<file path="src/rtl/tbsdp_pkg.sv">
// Package for the ternary block scaled dot product core.
// Holds the widths, float constants and controller/datapath interface structs.
// No dependencies.
package tbsdp_pkg;

    localparam int BLOCK_ELEMENTS = 32;
    localparam int ACT_WORDS      = 4;
    localparam int ACC_W          = 64;
    localparam int DOT_W          = 16;
    localparam int PSUM_W         = 12;
    localparam int SPROD_W        = 28;
    localparam int NORM_W         = 88;
    localparam int EXP_W          = 10;
    localparam int IN_DATA_W      = 368;

    localparam logic [4:0] HALF_EXP_MAX = 5'h1F;
    localparam logic [7:0] SGL_EXP_MAX  = 8'hFF;
    localparam logic signed [EXP_W-1:0] EXP_MIN    = -10'sd126;
    localparam logic signed [EXP_W-1:0] EXP_MIN8   = -10'sd118;
    localparam logic signed [EXP_W-1:0] EXP_OFFSET = 10'sd87;
    localparam logic signed [EXP_W-1:0] EXP_BIAS   = 10'sd127;
    localparam logic signed [EXP_W-1:0] EXP_INF    = 10'sd255;

    typedef struct packed {
        logic       load;
        logic       dot;
        logic [1:0] word;
        logic       mul;
        logic       acc;
        logic       mag;
        logic       mlo;
        logic       mhi;
        logic       sum;
        logic       norm;
        logic       emit;
    } ctl_cmd_t;

    typedef struct packed {
        logic last;
        logic bad;
        logic norm_done;
        logic out_busy;
    } ctl_status_t;

endpackage

</file>
<file path="src/rtl/tbsdp_ctrl.sv">
// Controller state machine of the ternary block scaled dot product core.
// Sequences the datapath through commands; depends on tbsdp_pkg.
module tbsdp_ctrl
    import tbsdp_pkg::*;
(
    input  logic        aclk,
    input  logic        aresetn,
    input  logic        s_tvalid,
    output logic        s_tready,
    input  ctl_status_t status,
    output ctl_cmd_t    cmd
);

    typedef enum logic [9:0] {
        ST_IDLE = 10'b00_0000_0001,
        ST_DOT  = 10'b00_0000_0010,
        ST_MUL  = 10'b00_0000_0100,
        ST_ACC  = 10'b00_0000_1000,
        ST_CHK  = 10'b00_0001_0000,
        ST_MLO  = 10'b00_0010_0000,
        ST_MHI  = 10'b00_0100_0000,
        ST_SUM  = 10'b00_1000_0000,
        ST_NORM = 10'b01_0000_0000,
        ST_OUT  = 10'b10_0000_0000
    } state_t;

    state_t     state_reg, state_next;
    logic [1:0] cnt_reg, cnt_next;

    assign s_tready = (state_reg == ST_IDLE);

    always_comb begin
        state_next = state_reg;
        cnt_next   = cnt_reg;
        cmd        = '0;
        cmd.word   = cnt_reg;
        unique case (state_reg)
            ST_IDLE: begin
                if (s_tvalid) begin
                    cmd.load   = 1'b1;
                    cnt_next   = '0;
                    state_next = ST_DOT;
                end
            end
            ST_DOT: begin
                cmd.dot  = 1'b1;
                cnt_next = cnt_reg + 2'd1;
                if (cnt_reg == 2'd3) begin
                    state_next = ST_MUL;
                end
            end
            ST_MUL: begin
                cmd.mul    = 1'b1;
                state_next = ST_ACC;
            end
            ST_ACC: begin
                cmd.acc    = 1'b1;
                state_next = status.last ? ST_CHK : ST_IDLE;
            end
            ST_CHK: begin
                cmd.mag    = 1'b1;
                state_next = status.bad ? ST_OUT : ST_MLO;
            end
            ST_MLO: begin
                cmd.mlo    = 1'b1;
                state_next = ST_MHI;
            end
            ST_MHI: begin
                cmd.mhi    = 1'b1;
                state_next = ST_SUM;
            end
            ST_SUM: begin
                cmd.sum    = 1'b1;
                state_next = ST_NORM;
            end
            ST_NORM: begin
                if (status.norm_done) begin
                    state_next = ST_OUT;
                end else begin
                    cmd.norm = 1'b1;
                end
            end
            ST_OUT: begin
                if (!status.out_busy) begin
                    cmd.emit   = 1'b1;
                    state_next = ST_IDLE;
                end
            end
            default: begin
                state_next = ST_IDLE;
            end
        endcase
    end

    always_ff @(posedge aclk) begin
        if (!aresetn) begin
            state_reg <= ST_IDLE;
            cnt_reg   <= '0;
        end else begin
            state_reg <= state_next;
            cnt_reg   <= cnt_next;
        end
    end

    a_onehot: assert property (@(posedge aclk) disable iff (!aresetn)
        $onehot(state_reg)) else $error("controller state is not one-hot");
    a_load_dot: assert property (@(posedge aclk) disable iff (!aresetn)
        cmd.load |=> (state_reg == ST_DOT) && (cnt_reg == 2'd0))
        else $error("accepted beat did not start the dot sequence");
    a_norm_live: assert property (@(posedge aclk) disable iff (!aresetn)
        cmd.norm |-> !status.norm_done) else $error("normalize step after done");

endmodule

</file>
<file path="src/rtl/tbsdp_datapath.sv">
// Datapath of the ternary block scaled dot product core: dot product,
// scale accumulation, float conversion and the result register.
// Depends on tbsdp_pkg; driven by tbsdp_ctrl.
module tbsdp_datapath
    import tbsdp_pkg::*;
(
    input  logic                 aclk,
    input  logic                 aresetn,
    input  logic [IN_DATA_W-1:0] s_tdata,
    input  logic                 s_tlast,
    input  ctl_cmd_t             cmd,
    output ctl_status_t          status,
    output logic                 m_tvalid,
    input  logic                 m_tready,
    output logic [31:0]          m_tdata,
    output logic                 m_tuser
);

    logic [63:0]                   codes_reg;
    logic [ACT_WORDS-1:0][63:0]    acts_reg;
    logic [15:0]                   hscale_reg;
    logic [31:0]                   row_reg;
    logic                          last_reg;
    logic signed [DOT_W-1:0]       dot_reg;
    logic signed [SPROD_W-1:0]     sprod_reg;
    logic [ACC_W-1:0]              acc_reg;
    logic                          err_reg;
    logic [ACC_W-1:0]              mag_reg;
    logic                          sign_reg;
    logic [55:0]                   plo_reg, phi_reg;
    logic [NORM_W-1:0]             norm_reg;
    logic signed [EXP_W-1:0]       exp_reg;
    logic                          out_valid_reg;
    logic [31:0]                   out_data_reg;
    logic                          out_bad_reg;

    logic [63:0]               word_sel;
    logic [15:0]               code_sel;
    logic signed [PSUM_W-1:0]  psum;
    logic signed [9:0]         term;
    logic signed [7:0]         act;
    logic [4:0]                hexp;
    logic [10:0]               hmag;
    logic signed [11:0]        smant;
    logic [4:0]                hshift;
    logic signed [ACC_W-1:0]   scaled;
    logic [23:0]               row_mant;
    logic [7:0]                row_exp_eff;
    logic [31:0]               mul_op;
    logic [55:0]               mul_res;
    logic                      row_bad;
    logic [23:0]               mant;
    logic                      inc;
    logic [24:0]               mant_rnd;
    logic [23:0]               mant_fin;
    logic signed [EXP_W-1:0]   exp_fin;
    logic signed [EXP_W-1:0]   bexp;
    logic [31:0]               packed_res;

    always_comb begin
        word_sel = acts_reg[cmd.word];
        code_sel = codes_reg[{cmd.word, 4'b0000} +: 16];
        psum     = '0;
        for (int i = 0; i < 8; i++) begin
            act = $signed(word_sel[8*i +: 8]);
            unique case (code_sel[2*i +: 2])
                2'd0:    term = -10'(act);
                2'd1:    term = '0;
                2'd2:    term = 10'(act);
                default: term = 10'(act) <<< 1;
            endcase
            psum = psum + PSUM_W'(term);
        end
    end

    assign hexp   = hscale_reg[14:10];
    assign hmag   = {(hexp != 5'd0), hscale_reg[9:0]};
    assign smant  = hscale_reg[15] ? -$signed({1'b0, hmag}) : $signed({1'b0, hmag});
    assign hshift = (hexp == 5'd0) ? 5'd0 : hexp - 5'd1;
    assign scaled = ACC_W'(sprod_reg) <<< hshift;

    assign row_exp_eff = (row_reg[30:23] == 8'd0) ? 8'd1 : row_reg[30:23];
    assign row_mant    = {(row_reg[30:23] != 8'd0), row_reg[22:0]};
    assign row_bad     = (row_reg[30:23] == SGL_EXP_MAX);
    assign mul_op      = cmd.mhi ? mag_reg[63:32] : mag_reg[31:0];
    assign mul_res     = 56'(mul_op) * 56'(row_mant);

    always_comb begin
        mant     = norm_reg[87:64];
        inc      = norm_reg[63] & ((|norm_reg[62:0]) | mant[0]);
        mant_rnd = {1'b0, mant} + 25'(inc);
        if (mant_rnd[24]) begin
            mant_fin = mant_rnd[24:1];
            exp_fin  = exp_reg + 10'sd1;
        end else begin
            mant_fin = mant_rnd[23:0];
            exp_fin  = exp_reg;
        end
        bexp = exp_fin + EXP_BIAS;
        if (!mant_fin[23]) begin
            packed_res = {sign_reg, 8'd0, mant_fin[22:0]};
        end else if (bexp >= EXP_INF) begin
            packed_res = {sign_reg, SGL_EXP_MAX, 23'd0};
        end else begin
            packed_res = {sign_reg, bexp[7:0], mant_fin[22:0]};
        end
    end

    assign status.last      = last_reg;
    assign status.bad       = err_reg | row_bad;
    assign status.norm_done = norm_reg[NORM_W-1] | (exp_reg == EXP_MIN);
    assign status.out_busy  = out_valid_reg & ~m_tready;

    always_ff @(posedge aclk) begin
        if (cmd.load) begin
            codes_reg  <= s_tdata[63:0];
            acts_reg   <= s_tdata[319:64];
            hscale_reg <= s_tdata[335:320];
            row_reg    <= s_tdata[367:336];
            last_reg   <= s_tlast;
            dot_reg    <= '0;
        end else if (cmd.dot) begin
            dot_reg <= dot_reg + DOT_W'(psum);
        end
        if (cmd.mul) begin
            sprod_reg <= SPROD_W'(dot_reg) * SPROD_W'(smant);
        end
        if (cmd.mag) begin
            mag_reg  <= acc_reg[ACC_W-1] ? (ACC_W'(0) - acc_reg) : acc_reg;
            sign_reg <= acc_reg[ACC_W-1] ^ row_reg[31];
        end
        if (cmd.mlo) begin
            plo_reg <= mul_res;
        end
        if (cmd.mhi) begin
            phi_reg <= mul_res;
        end
        if (cmd.sum) begin
            norm_reg <= {phi_reg, 32'd0} + NORM_W'(plo_reg);
            exp_reg  <= $signed({2'b00, row_exp_eff}) - EXP_OFFSET;
        end else if (cmd.norm) begin
            if ((norm_reg[87:80] == 8'd0) && (exp_reg >= EXP_MIN8)) begin
                norm_reg <= {norm_reg[79:0], 8'd0};
                exp_reg  <= exp_reg - 10'sd8;
            end else begin
                norm_reg <= {norm_reg[86:0], 1'b0};
                exp_reg  <= exp_reg - 10'sd1;
            end
        end
        if (cmd.emit) begin
            out_data_reg <= status.bad ? 32'd0 : packed_res;
            out_bad_reg  <= status.bad;
        end
    end

    always_ff @(posedge aclk) begin
        if (!aresetn) begin
            acc_reg       <= '0;
            err_reg       <= 1'b0;
            out_valid_reg <= 1'b0;
        end else begin
            if (cmd.emit) begin
                acc_reg <= '0;
                err_reg <= 1'b0;
            end else if (cmd.acc) begin
                if (hexp == HALF_EXP_MAX) begin
                    err_reg <= 1'b1;
                end else begin
                    acc_reg <= acc_reg + scaled;
                end
            end
            if (cmd.emit) begin
                out_valid_reg <= 1'b1;
            end else if (m_tready) begin
                out_valid_reg <= 1'b0;
            end
        end
    end

    assign m_tvalid = out_valid_reg;
    assign m_tdata  = out_data_reg;
    assign m_tuser  = out_bad_reg;

    a_emit_free: assert property (@(posedge aclk) disable iff (!aresetn)
        cmd.emit |-> !(m_tvalid && !m_tready)) else $error("result overwritten");
    a_emit_clear: assert property (@(posedge aclk) disable iff (!aresetn)
        cmd.emit |=> (acc_reg == '0) && !err_reg && m_tvalid)
        else $error("state not cleared after result");
    a_bad_zero: assert property (@(posedge aclk) disable iff (!aresetn)
        (m_tvalid && m_tuser) |-> (m_tdata == 32'd0)) else $error("bad result not zero");

endmodule

</file>
<file path="src/rtl/ternary_block_scaled_dot_product_core.sv">
// After a beat without tlast is accepted, the dot product steps over the four activation words,
// then come the scale multiply and the accumulate, and the controller returns to idle for the next beat.
// A last block adds the magnitude step, the low and high row-scale multiplies, the sum and a normalize
// loop of 8- or 1-bit shifts, or jumps from the magnitude step to the output if a scale is non-finite.
// A finished result waits in the output register while the next block is accepted.
// Synchronous active-low reset idles the controller and clears the accumulator, error flag and output valid.
module ternary_block_scaled_dot_product_core
    import tbsdp_pkg::*;
(
    input  logic                 aclk,
    input  logic                 aresetn,
    input  logic                 s_tvalid,
    output logic                 s_tready,
    // weight_codes, acts_a, acts_b, acts_c, acts_d, block_scale, row_scale
    input  logic [IN_DATA_W-1:0] s_tdata,
    input  logic                 s_tlast,
    output logic                 m_tvalid,
    input  logic                 m_tready,
    // result_bits
    output logic [31:0]          m_tdata,
    // bad_scale
    output logic                 m_tuser
);

    ctl_cmd_t    cmd;
    ctl_status_t status;

    tbsdp_ctrl u_ctrl (
        .aclk     (aclk),
        .aresetn  (aresetn),
        .s_tvalid (s_tvalid),
        .s_tready (s_tready),
        .status   (status),
        .cmd      (cmd)
    );

    tbsdp_datapath u_datapath (
        .aclk     (aclk),
        .aresetn  (aresetn),
        .s_tdata  (s_tdata),
        .s_tlast  (s_tlast),
        .cmd      (cmd),
        .status   (status),
        .m_tvalid (m_tvalid),
        .m_tready (m_tready),
        .m_tdata  (m_tdata),
        .m_tuser  (m_tuser)
    );

endmodule
</file>
<file path="config.mk">
export PLATFORM = sky130hd
export DESIGN_NAME = ternary_block_scaled_dot_product_core
export DESIGN_NICKNAME = d
export VERILOG_FILES = /design/src/rtl/tbsdp_pkg.sv /design/src/rtl/tbsdp_ctrl.sv /design/src/rtl/tbsdp_datapath.sv /design/src/rtl/ternary_block_scaled_dot_product_core.sv
export SDC_FILE = /design/constraint.sdc
export NUM_CORES = 2
export LEC_CHECK = 0
export CAP_MARGIN = 20
export CORE_UTILIZATION = 60
export CTS_CLUSTER_DIAMETER = 120
export DETAILED_ROUTE_END_ITERATION = 16
export DONT_BUFFER_PORTS = 1
export GPL_ROUTABILITY_DRIVEN = 0
export PLACE_DENSITY = 0.78
export SYNTH_ARGS = -nofsm -noshare
export SYNTH_HDL_FRONTEND = slang
export SYNTH_HIERARCHICAL = 1
export SYNTH_SLANG_ARGS = --single-unit
</file>
<file path="constraint.sdc">
create_clock -name aclk -period 17.6 [get_ports aclk]
set_input_delay 2.64 -clock aclk [delete_from_list [all_inputs] [get_ports aclk]]
set_output_delay 2.64 -clock aclk [all_outputs]
set_load 0.1 [all_outputs]
</file>
==> impl_metrics.csv <==
group,metric,value,unit
route,wl_per_cell,22.1,microns
sta,final-hold-violation-count,0,
setup_path,crit_end,"u_datapath/phi_reg[55]",
grt,grt_max_degree,181,
clocking,cts_buffers,86,
sta,timing.final.crit_period,10.03,ns
synth,synthTopCellsByArea,"edfxtp_1, fa_1, ha_1, inv_1, nand2_1",
finish,area_delta_synth_final,5.55,%
setup_path,cp_slowest_stage_delay,0.76,ns
sta,rsz0062_at_grt,"no",
route,vias_per_cell,6.10,
run,maxCapViolations,0,
setup_path,cp-start-kind,"flip-flop",
setup_path,crit_fanout,68,
sta,tns,0,ns
floorplan,die_h,357,microns
route,postRouteAntennaNets,0,
finish,largest_reg_flops,256,
clocking,clock_path_buffers,3,
setup_path,critical_path_depth,28,
sta,finalCritPeriodShare,57.0,%
hold_path,min_path_type,"flip-flop to flip-flop",
setup_path,end_kind,"flip-flop",
floorplan,initial_core_util,60.8,%
finish,finalNetCount,8899,
floorplan,die_area,127000,sq um
synth,synth_warnings,6,
synth,syn_area,75600,sq um
route,drt_first_pass_iters,9,
clocking,hold_buffers,0,
grt,grtUsageTotal,31.3,%
sta,tightest_slew,1.12,ns
clocking,ctsResizeCount,0,
synth,synth_seq_cells,799,
clocking,clkSlewWorstSetupHoldPaths,0.06,ns
place,numPlacedInstances,8796,
setup_path,crit_family,"adder cells",
synth,syn_inst,7446,
grt,grt_pass1_vias,55800,
synth,avgSynthCellArea,10.1,sq um
floorplan,rows,129,
floorplan,core,124000,sq um
sta,skew,0.0398,ns
clocking,cts_setup_buffers,0,
clocking,cts_tree,"built",
grt,grt-ovfl-total,0,
synth,ys_seq_area_share,30.5,%
clocking,clock_latency,0.71,ns
finish,n_fill_cell,9483,
synth,synth_edf_count,705,
synth,synthArstFlopShare,0,%
outcome,status,"complete, no violations",
finish,drive_above_1_share,5.63,%
grt,antenna_found_initial,10,
floorplan,die_x,357,microns
finish,final_cell_mix,"inv_1, nand2_1, fa_1",
setup_path,worstSetupStartpoint,"u_ctrl/state_reg[0]",
synth,yosysTopAreaCell,"edfxtp_1",
grt,grt_pass1_wl,309000,microns
sta,maxSlewHeadroom,25.1,%
setup_path,cp_num_buf_inv,7,
sta,timing.fmax,0.0997,GHz
setup_path,arrival,10.47,ns
synth,synth_top_area_share,28.0,%
synth,ys.flop_type,"edfxtp_1",
sta,hold-worst-slack,0.483,ns
place,io_buffers,0,
route,wl,198000,microns
finish,instances_no_fill,8966,
finish,final_common_cell,"inv_1",
floorplan,io_pins,408,
place,hpwl,149000,microns
synth,syn_nets,9096,
route,drc,0,
synth,synth_cell_types,94,
clocking,cts_sinks,799,
sta,setup_viol,0,
setup_path,r2r-end,"u_datapath/phi_reg[55]",
setup_path,crit_type,"flip-flop to flip-flop",
setup_path,required,18.03,ns
sta,drv_slew,0,
setup_path,regToRegStartpoint,"u_ctrl/state_reg[0]",
route,vias,54700,
route,drtIter0Drc,5675,
clocking,h-tree-depth,3,
setup_path,crit_top_cell,"fa_1",
setup_path,slowest_stage,"buf_4",
clocking,cts_root_buffer,"clkbuf_16",
setup_path,ff2ff_setup_slack,7.57,ns
setup_path,rr_worst_depth,28,
[cells in the mapped netlist (89+ instances only)]
cell type / instances
inv_1: 1077
nand2_1: 1024
fa_1: 900
edfxtp_1: 705
ha_1: 377
and2_1: 351
clkbuf_1: 326
a21oi_1: 314
o21ai_0: 271
xnor2_1: 262
nor2_1: 256
mux2i_1: 166
nand3_1: 107
dfxtp_1: 94
xor2_1: 89
[worst register-to-register path, delay by kind of cell, from the launching register on]
| kind | cells | cell delay [ns] |
|---|---|---|
| DFF | 1 | 0.43 |
| buffers and inverters | 7 | 1.18 |
| AOI/OAI and AO/OA | 7 | 2.39 |
| adders and majority gates | 8 | 3.73 |
| and+or+nand+nor | 4 | 1.24 |
| xor gates and xnor gates | 1 | 0.10 |
| muxes | 1 | 0.71 |
[layer usage]
metal	wire, microns	track usage (%)	up-vias
li1	-	-	24300
met1	72800	38.5	27200
met2	98700	53.4	2649
met3	16100	5.62	573
met4	10300	15.4	2
met5	14	0	-
[worst min-delay path by stage]
stage | from | to | slack [ns] | depth (start not counted)
after floorplan | u_datapath/err_reg | u_datapath/err_reg | 0.44 | 2
after global placement | u_datapath/err_reg | u_datapath/err_reg | 0.47 | 2
after detailed placement | u_datapath/err_reg | u_datapath/err_reg | 0.47 | 2
after CTS | u_datapath/err_reg | u_datapath/err_reg | 0.49 | 2
after global routing | u_datapath/err_reg | u_datapath/err_reg | 0.54 | 2
final | u_datapath/err_reg | u_datapath/err_reg | 0.48 | 2
[final cells by class]
cell class	count	area [sq um]	area share (%)
clock inverters	56	583	0.731
inverters	1078	4050	5.08
well taps	1637	2050	2.57
multi-input cells	5208	47200	59.1
diodes	8	20.0	0.0251
flip-flops and latches	799	23100	28.9
repair buffers	76	608	0.762
clock buffers	104	2220	2.78
[stage by stage]
step	setup slack [ns]	util [%]	instance area, sq um
4_1_cts	7.66	64.1	79700
3_5_place_dp	7.76	61.9	76900
2_1_floorplan	6.81	-	75600
3_3_place_gp	7.96	61.9	76900
5_1_grt	7.07	64.2	79700
6_report	7.57	64.2	79800
[cell families after synthesis]
kind of cell	synth area share, %
XOR/XNOR	4.07
AND/OR/NAND/NOR	14.4
multiplexers	5.18
AO/OA/AOI/OAI	8.58
flip-flops	30.5
buffers and inverters	7.20
adder cells (fa/ha/maj)	30.1
Power is left out: the tool's default activity adds up to more than one toggle a clock period on the data nets, which glitch-free logic cannot reach.
